[config.mk]
export PLATFORM = sky130hd
export DESIGN_NAME = aawl_ctrl
export DESIGN_NICKNAME = d
export VERILOG_FILES = /design/src/hw/rtl/aawl_pkg.sv /design/src/hw/rtl/aawl_ctrl.sv
export SDC_FILE = /design/constraint.sdc
export NUM_CORES = 1
export LEC_CHECK = 0
export ABC_AREA = 1
export BUFFER_PORTS_ARGS = -buffer_cell sky130_fd_sc_hd__clkbuf_2
export CAP_MARGIN = 5
export CORE_AREA = 5 5 42 44
export CTS_BUF_LIST = sky130_fd_sc_hd__clkbuf_8
export DETAILED_ROUTE_END_ITERATION = 8
export DIE_AREA = 0 0 47 49
export PLACE_DENSITY_LB_ADDON = 0.3
export SLEW_MARGIN = 10
export SYNTH_ARGS = -nofsm -noshare
export SYNTH_HDL_FRONTEND = slang
export SYNTH_SLANG_ARGS = --single-unit
[constraint.sdc]
create_clock -name clk -period 1.55 [get_ports clk]
set_input_delay 0.0775 -clock clk [delete_from_list [all_inputs] [get_ports clk]]
set_output_delay 0.0775 -clock clk [all_outputs]
set_load 0.005 [all_outputs]
[src/hw/rtl/aawl_pkg.sv]
// Shared types and constants for the acyclic automaton word lookup block.
// Depends on nothing; the datapath, controller, top level and testbench import it.
`timescale 1ns / 1ps

package aawl_pkg;

    localparam int NODE_ADDR_BITS_DEF = 16;
    localparam int LINK_ADDR_BITS_DEF = 16;

    localparam logic [31:0] LIST_END    = 32'hFF00_0000;
    localparam logic [31:0] TARGET_MASK = 32'h00FF_FFFF;
    localparam logic [31:0] FINAL_BIT   = 32'h8000_0000;
    localparam logic [31:0] START_MASK  = 32'h7FFF_FFFF;
    localparam int          LABEL_SHIFT = 24;

    typedef enum logic [1:0] {
        OP_WR_NODE = 2'd0,
        OP_WR_LINK = 2'd1,
        OP_LETTER  = 2'd2,
        OP_END     = 2'd3
    } op_t;

    typedef enum logic [2:0] {
        ST_IDLE,
        ST_NODE0_RD,
        ST_NODE0_CAP,
        ST_SCAN_START,
        ST_LINK_CHK,
        ST_NODE_CAP,
        ST_END_RD,
        ST_END_CAP
    } state_t;

    // Commands from the controller to the datapath.
    typedef struct packed {
        logic ready;
        logic node0_rd;
        logic node_cap;
        logic found_from_node;
        logic scan_start;
        logic scan_next;
        logic target_rd;
        logic set_fail;
    } ctrl_cmd_t;

    // Status from the datapath to the controller.
    typedef struct packed {
        logic valid;
        op_t  op;
        logic out_free;
        logic failed;
        logic at_start;
        logic start_bad;
        logic list_end;
        logic label_hit;
        logic target_bad;
        logic next_bad;
    } dp_status_t;

endpackage

[src/hw/rtl/aawl_ctrl.sv]
// Controller of the word lookup block: sequences link scans and node reads.
// Depends on aawl_pkg.
`timescale 1ns / 1ps

module aawl_ctrl (
    input  logic                 clk,
    input  logic                 rst_n,
    input  aawl_pkg::dp_status_t st,
    output aawl_pkg::ctrl_cmd_t  ctl
);
    import aawl_pkg::*;

    state_t state_reg;
    state_t state_next;
    logic   accept;

    always_ff @(posedge clk or negedge rst_n)
    begin
        if (!rst_n)
        begin
            state_reg <= ST_IDLE;
        end
        else
        begin
            state_reg <= state_next;
        end
    end

    always_comb
    begin
        ctl        = '0;
        state_next = state_reg;
        accept     = 1'b0;

        unique case (state_reg)
            ST_IDLE:
            begin
                // An end request needs the result slot; other requests do not.
                ctl.ready = (st.op != OP_END) || st.out_free;
                accept    = st.valid && ctl.ready;
                if (accept)
                begin
                    unique case (st.op)
                        OP_WR_NODE, OP_WR_LINK:
                        begin
                            state_next = ST_IDLE;
                        end
                        OP_LETTER:
                        begin
                            priority if (st.failed)
                            begin
                                state_next = ST_IDLE;
                            end
                            else if (st.at_start)
                            begin
                                state_next = ST_NODE0_RD;
                            end
                            else
                            begin
                                state_next = ST_SCAN_START;
                            end
                        end
                        OP_END:
                        begin
                            state_next = st.at_start ? ST_END_RD : ST_IDLE;
                        end
                    endcase
                end
            end
            ST_NODE0_RD:
            begin
                ctl.node0_rd = 1'b1;
                state_next   = ST_NODE0_CAP;
            end
            ST_NODE0_CAP:
            begin
                ctl.node_cap = 1'b1;
                state_next   = ST_SCAN_START;
            end
            ST_SCAN_START:
            begin
                if (st.start_bad)
                begin
                    ctl.set_fail = 1'b1;
                    state_next   = ST_IDLE;
                end
                else
                begin
                    ctl.scan_start = 1'b1;
                    state_next     = ST_LINK_CHK;
                end
            end
            ST_LINK_CHK:
            begin
                // One link word is checked per cycle while the next one is read.
                priority if (st.list_end)
                begin
                    ctl.set_fail = 1'b1;
                    state_next   = ST_IDLE;
                end
                else if (st.label_hit && st.target_bad)
                begin
                    ctl.set_fail = 1'b1;
                    state_next   = ST_IDLE;
                end
                else if (st.label_hit)
                begin
                    ctl.target_rd = 1'b1;
                    state_next    = ST_NODE_CAP;
                end
                else if (st.next_bad)
                begin
                    ctl.set_fail = 1'b1;
                    state_next   = ST_IDLE;
                end
                else
                begin
                    ctl.scan_next = 1'b1;
                    state_next    = ST_LINK_CHK;
                end
            end
            ST_NODE_CAP:
            begin
                ctl.node_cap = 1'b1;
                state_next   = ST_IDLE;
            end
            ST_END_RD:
            begin
                ctl.node0_rd = 1'b1;
                state_next   = ST_END_CAP;
            end
            ST_END_CAP:
            begin
                ctl.found_from_node = 1'b1;
                state_next          = ST_IDLE;
            end
            default:
            begin
                state_next = ST_IDLE;
            end
        endcase
    end

`ifndef SYNTHESIS
    a_node_cap_after_hit: assert property (@(posedge clk) disable iff (!rst_n)
        (state_reg == ST_NODE_CAP) |-> ($past(state_reg) == ST_LINK_CHK))
        else $error("target node captured without a matching link");

    a_end_cap_after_read: assert property (@(posedge clk) disable iff (!rst_n)
        (state_reg == ST_END_CAP) |-> ($past(state_reg) == ST_END_RD))
        else $error("end result taken without a node 0 read");

    a_scan_not_at_start: assert property (@(posedge clk) disable iff (!rst_n)
        (state_reg == ST_LINK_CHK) |-> !st.at_start)
        else $error("link scan running while at word start");
`endif

endmodule

==> results of run 1 <==
[logic make-up after synthesis]
logic type | Yosys count | share of synthesized area [%]
buffers and inverters | 11 | 12.3
and+or+nand+nor | 36 | 53.4
AOI/OAI and AO/OA | 6 | 11.9
DFF | 3 | 22.4
[power by group through the flow]
| stage | sequential (uW) | combinational, uW | clock (uW) |
|---|---|---|---|
| floorplan | 160 | 345 | 0 |
| global placement | 168 | 467 | 0 |
| detailed placement | 168 | 470 | 0 |
| CTS | 167 | 474 | 223 |
| global route | 177 | 540 | 237 |
| finish | 166 | 466 | 217 |
[layer usage]
| layer | vias up | global-route usage, % | share of wire [%] |
|---|---|---|---|
| met4 | 0 | 5.53 | 0 |
| met3 | 0 | 1.48 | 6.4 |
| met2 | 11 | 12.0 | 47 |
| met1 | 168 | 11.9 | 47 |
| met5 | - | 0 | 0 |
| li1 | 226 | - | - |
[cell type report]
class,count,area [sq um]
Fill cell,160,891
Multi-Input combinational cell,42,219
Timing Repair Buffer,21,110
Sequential cell,3,75.1
Clock buffer,3,41.3
Inverter,11,41.3
Tap cell,16,20.0
Clock inverter,1,3.75
[synth_stat cells]
library cell,number
o21ai_1,1
a31oi_1,1
inv_2,2
nor3_1,2
nand3_1,7
a21oi_2,2
o21ai_0,1
nand2_2,1
nor2_4,2
o22ai_1,1
nand2_1,15
nand2_4,1
inv_1,9
dfrtp_1,3
nor2_1,5
nor2_2,3
[metrics by stage]
stage                     utilization, %  worst slack, ns  total power [uW]
after global placement              32.5            0.500               635
after global routing                36.4            0.194               954
after detailed placement            32.5            0.464               638
after CTS                           36.4            0.281               864
final                               36.4            0.281               848
after floorplan                        -            0.537               504
[how the worst max path moves through the flow]
stage	end	slack, ns
floorplan	state_reg[0]	0.54
global placement	state_reg[0]	0.50
detailed placement	state_reg[0]	0.46
CTS	ctl[0]	0.28
global route	ctl[0]	0.19
finish	ctl[0]	0.28
[worst max-delay path, delay by kind of cell (launching register included)]
| family | cells | cell delay, ns |
|---|---|---|
| AO/OA/AOI/OAI | 1 | 0.14 |
| flip-flops | 1 | 0.43 |
| AND/OR/NAND/NOR | 2 | 0.28 |
| buffers and inverters | 1 | 0.13 |
==> impl_metrics.tcl, run 1 <==
set metrics [dict create \
    layout_commonest_cell "clkbuf_2" \
    grt_pass1_wl_microns 1500 \
    p_leak_uw 0.000303 \
    stdcell_area_sq_um 510 \
    dp.final_hpwl_microns 740 \
    clock_latency_ns 0.21 \
    reg2reg_to "state_reg[0]" \
    slew_headroom_pct 86.9 \
    io_pins 21 \
    arrival_ns 1.19 \
    clockBufferDepth 2 \
    worstSetupStartpoint "state_reg[0]" \
    post_cts_buffers 0 \
    ff2ff_setup_slack_ns 0.47 \
    cts_tree "done" \
    clk_pin_slew_worst_paths_ns 0.03 \
    finalHoldViolCount 0 \
    p_switching_uw 374 \
    firstDrtPassIters 2 \
    tightest_slew_ns 0.197 \
    instances_no_fill 97 \
    routedWlPerCell_microns 8.51 \
    port_buffers 20 \
    p_seq_share_pct 19.5 \
    min_path_type "input pin to async pin" \
    critPathLaunchType "flip-flop" \
    vias 405 \
    antenna_found_initial 0 \
    vias_per_cell 4.18 \
    power_density_nw_per_um2 1660 \
    place_area_sq_um 455 \
    avgSynthCellArea_sq_um 5.99 \
    yosys_warnings 0 \
    dieWidth_microns 47 \
    drive_gt1_share_pct 42.0 \
    fin_crit_sh_pct 81.8 \
    cts-hold-fix-buffers 1 \
    syn_area_sq_um 335 \
    gp_congestion 0.788 \
    cpPeakStageDelay_ns 0.43 \
    rr_startpoint "state_reg[0]" \
    htreeDepth 1 \
    syn_nets 69 \
    fp-row-count 14 \
    fin_setup_tns_ns 0 \
    grt_use_total_pct 8.67 \
    maxCapViolCount 0 \
    start_util_pct 23.9 \
    switching_share_pct 44.1 \
    synth_top_area_cell "dfrtp_1" \
    largest_register_ffs 3 \
    skew_ns 0.00141 \
    grt_max_degree 6 \
    slew_violations 0 \
    clock.fmax_mhz 788 \
    cts_buffers 3 \
    grt-ovfl-total 0 \
    ys_top_cells_by_area "dfrtp_1 (22%), nand2_1 (17%), nand3_1 (10%)" \
    n_antenna_cell 0 \
    post_cts_resized 0 \
    grt_pass1_vias 375 \
    critical_path_class "flip-flop to primary output" \
    die-area_sq_um 2300 \
    place_inst 92 \
    rsz0062_at_grt "no" \
    syn_to_final_growth_pct 52.2 \
    ir_drop_mv 0.655 \
    drt_iter0_markers 2 \
    cp_data_required_time_ns 1.47 \
    setup_viol 0 \
    end_kind "primary output" \
    crit_chain "nor2_4 -> nand2_2 -> o22ai_1 -> clkbuf_2" \
    core_area_sq_um 1400 \
    crit_fanout 5 \
    ys_types 16 \
    synth_seq_area_share_pct 22.4 \
    worst_path_max_delay_cell "dfrtp_1" \
    die_y_microns 49 \
    power_frac_comb_pct 54.9 \
    numClockSinks 3 \
    drc 0 \
    cts_root_buf "clkbuf_8" \
    p_clk_share_pct 25.5 \
    synth_top_area_share_pct 22.4 \
    status "finished clean" \
    ff2ff_path_depth 6 \
    final_cell_mix "clkbuf_2 (20), nand2_1 (15), inv_1 (10), nand3_1 (7), nor2_1 (5)" \
    wl_microns 825 \
    ant_nets 0 \
    ys_ff_latch 3 \
    nets 95 \
    layout_min_cycle_time_ns 1.27 \
    p_int_uw 474 \
    worst_hold_slack_ns 0.193 \
    syn_inst 56 \
]
Power figures use the tool's default switching activity.
==> run 2: changes to the inputs <==
--- a/config.mk
+++ b/config.mk
@@ -5,7 +5,7 @@
 export SDC_FILE = /design/constraint.sdc
 export NUM_CORES = 1
 export LEC_CHECK = 0
-export ABC_AREA = 1
+export ABC_AREA = 0
 export BUFFER_PORTS_ARGS = -buffer_cell sky130_fd_sc_hd__clkbuf_2
 export CAP_MARGIN = 5
 export CORE_AREA = 5 5 42 44
==> constraint.sdc (replaced) <==
create_clock -name clk -period 1.12 [get_ports clk]
set_input_delay 0.056 -clock clk [delete_from_list [all_inputs] [get_ports clk]]
set_output_delay 0.056 -clock clk [all_outputs]
set_load 0.005 [all_outputs]
==> impl_metrics.tcl, run 2 <==
set metrics [dict create \
    clockBufferDepth 2 \
    critPathLaunchType "flip-flop" \
    largest_register_ffs 3 \
    dieWidth_microns 47 \
    worst_path_max_delay_cell "dfrtp_2" \
    post-route-util_pct 38.9 \
    slew_violations 0 \
    synth_top_family_by_area "simple AND/OR/NAND/NOR gates" \
    grt_use_total_pct 7.89 \
    clk_pin_slew_worst_paths_ns 0.03 \
    rsz0062_at_grt "yes" \
    synth-simple-area-share_pct 41.5 \
    grt-ovfl-total 0 \
    setup_viol 8 \
    synthXorXnorAreaFrac_pct 0 \
    cp_top_family "flip-flops" \
    syn_to_final_growth_pct 90.4 \
    cts_tree "done" \
    numClockSinks 3 \
    drc 0 \
    drive_gt1_share_pct 55.2 \
    synthMuxAreaShare_pct 3.93 \
    n_antenna_cell 0 \
    ir_drop_mv 0.917 \
    stdcell_area_sq_um 546 \
    io_pins 21 \
    use_met2_pct 11.3 \
    instances_no_fill 83 \
    fill_cells 157 \
    arrival_ns 1.20 \
    antenna_found_initial 0 \
    clock.fmax_mhz 797 \
    layout_setup_ws_ns -0.134 \
    multi_input_area_sq_um 238 \
    die-area_sq_um 2300 \
    syn_inst 39 \
    vias 378 \
    vias_per_cell 4.55 \
    fin_crit_sh_pct 112 \
    core_area_sq_um 1400 \
    synth_seq_area_share_pct 26.2 \
    pre_cts_slack_ns 0.0196 \
    violations "setup timing" \
    dp.final_hpwl_microns 740 \
    regArea_sq_um 76.3 \
    cp_data_required_time_ns 1.06 \
    ant_nets 0 \
    synth_edf_count 0 \
    critical_path_class "flip-flop to primary output" \
    cpPeakStageDelay_ns 0.45 \
    grt_pass1_wl_microns 1350 \
    cts_buffers 3 \
    ff2ff_setup_slack_ns 0.03 \
    drt_iter0_markers 2 \
    synth_top_area_share_pct 26.2 \
    syn_nets 52 \
    grt_util_met1_pct 10.4 \
    place_inst 78 \
    synth_compound_area_share_pct 21.8 \
    end_kind "primary output" \
    yosys_warnings 0 \
    synth_top_area_cell "dfrtp_1" \
    fp-row-count 14 \
    grt_max_degree 8 \
    htreeDepth 1 \
    nets 81 \
    start_util_pct 20.4 \
    min_path_type "input pin to async pin" \
    place_area_sq_um 437 \
    power_density_nw_per_um2 2340 \
    synthArstFlopShare_pct 100 \
    grt-busiest-layer "met2" \
    die_y_microns 49 \
    final_cell_mix "clkbuf_2 (15), buf_2 (5), nor2_1 (4), o21ai_1 (4), buf_4 (4)" \
    ys_types 21 \
    port_buffers 20 \
    grt_use_met3_pct 0 \
    ys_ff_latch 3 \
    maxCapViolCount 0 \
    rr_startpoint "state_reg[0]" \
    synth_common_cells "nand2_1 (4), nor2_1 (4), buf_2 (3), dfrtp_1 (3), o21ai_0 (3)" \
    synthAdderAreaFrac_pct 0 \
    gp_congestion 0.802 \
    skew_ns 0.000276 \
    layout_min_cycle_time_ns 1.25 \
    synth-main-ff-cell "dfrtp_1" \
    crit_fanout 5 \
    wl_microns 907 \
    reg2reg_to "state_reg[2]" \
    ys_top_cells_by_area "dfrtp_1 (26%), a311oi_1 (6.1%), buf_2 (5.2%)" \
    tightest_slew_ns 0.243 \
    cts_root_buf "clkbuf_8" \
    routedWlPerCell_microns 10.9 \
    avgSynthCellArea_sq_um 7.35 \
    slew_headroom_pct 83.7 \
    path_buf_inv 2 \
    post_cts_buffers 0 \
    crit_chain "buf_6 -> nand2b_1 -> o21ai_1 -> buf_2" \
    status "complete, but fails checks" \
    clock_latency_ns 0.21 \
    p_leak_uw 0.000267 \
    layout_commonest_cell "clkbuf_2" \
    finalHoldViolCount 0 \
    grt_pass1_vias 351 \
    syn_area_sq_um 287 \
    ff2ff_path_depth 4 \
    firstDrtPassIters 3 \
    worst_hold_slack_ns 0.175 \
]
[run 2: changes by cell type after synthesis, moves of 2 or more]
cell | previous run | this run
a21oi_2 | 2 | 0
a311oi_1 | 0 | 2
and3_1 | 0 | 2
buf_2 | 0 | 3
inv_1 | 9 | 1
inv_2 | 2 | 0
nand2_1 | 15 | 4
nand2b_1 | 0 | 2
nand3_1 | 7 | 2
nor2_2 | 3 | 0
nor2_4 | 2 | 0
nor4_1 | 0 | 2
o21ai_0 | 1 | 3
[run 2: layout make-up]
cell class                 count  share of cell area (%)
sequential                     3                    14.0
tap                           16                    3.67
clock inverter                 1                   0.688
clock buffer                   3                    7.57
multi-input combinational     32                    43.6
timing repair buffer          27                    29.8
inverter                       1                   0.688
[run 2: where the power goes]
part | total, uW | internal (uW) | switching, uW
Sequential | 231 | 164 | 67.1
Clock | 298 | 233 | 65.2
Combinational | 747 | 401 | 346
Total | 1280 | 798 | 479
[run 2: metal layers]
layer	part of all wire (%)	wire, microns	vias up
met1	44	396	166
met2	50	458	12
met4	0	0	0
li1	-	-	200
met5	0	0	-
met3	5.6	51	0
[run 2: cell families (layout without fill, tap and decap cells)]
| family | count (synthesis) | in the layout |
|---|---|---|
| AO/OA/AOI/OAI | 9 | 9 |
| buffers and inverters | 4 | 32 |
| flip-flops | 3 | 3 |
| multiplexers | 1 | 1 |
| AND/OR/NAND/NOR | 22 | 22 |
[run 2: metrics by stage]
step / TNS, ns / power (uW)
after global routing: -0.967 / 1360
after CTS: -0.793 / 1200
after global placement: 0 / 823
final: -0.610 / 1280
after floorplan: 0 / 528
after detailed placement: 0 / 816
[run 2: worst max path at each step]
stage                               to  cells after the start         start  slack (ns)
after global routing            ctl[0]                      4  state_reg[0]       -0.17
after CTS                       ctl[2]                      4  state_reg[0]       -0.16
after global placement          ctl[2]                      4  state_reg[0]        0.04
final                           ctl[5]                      4  state_reg[0]       -0.13
after floorplan           state_reg[2]                      3  state_reg[0]        0.08
after detailed placement        ctl[2]                      4  state_reg[0]        0.02
[run 2: repair_timing]
item,CTS,global route
resized for setup,8,12
setup endpoints to repair,8,10
hold buffers,1,0
pin swaps,0,2
endpoints found under the hold margin,3,0
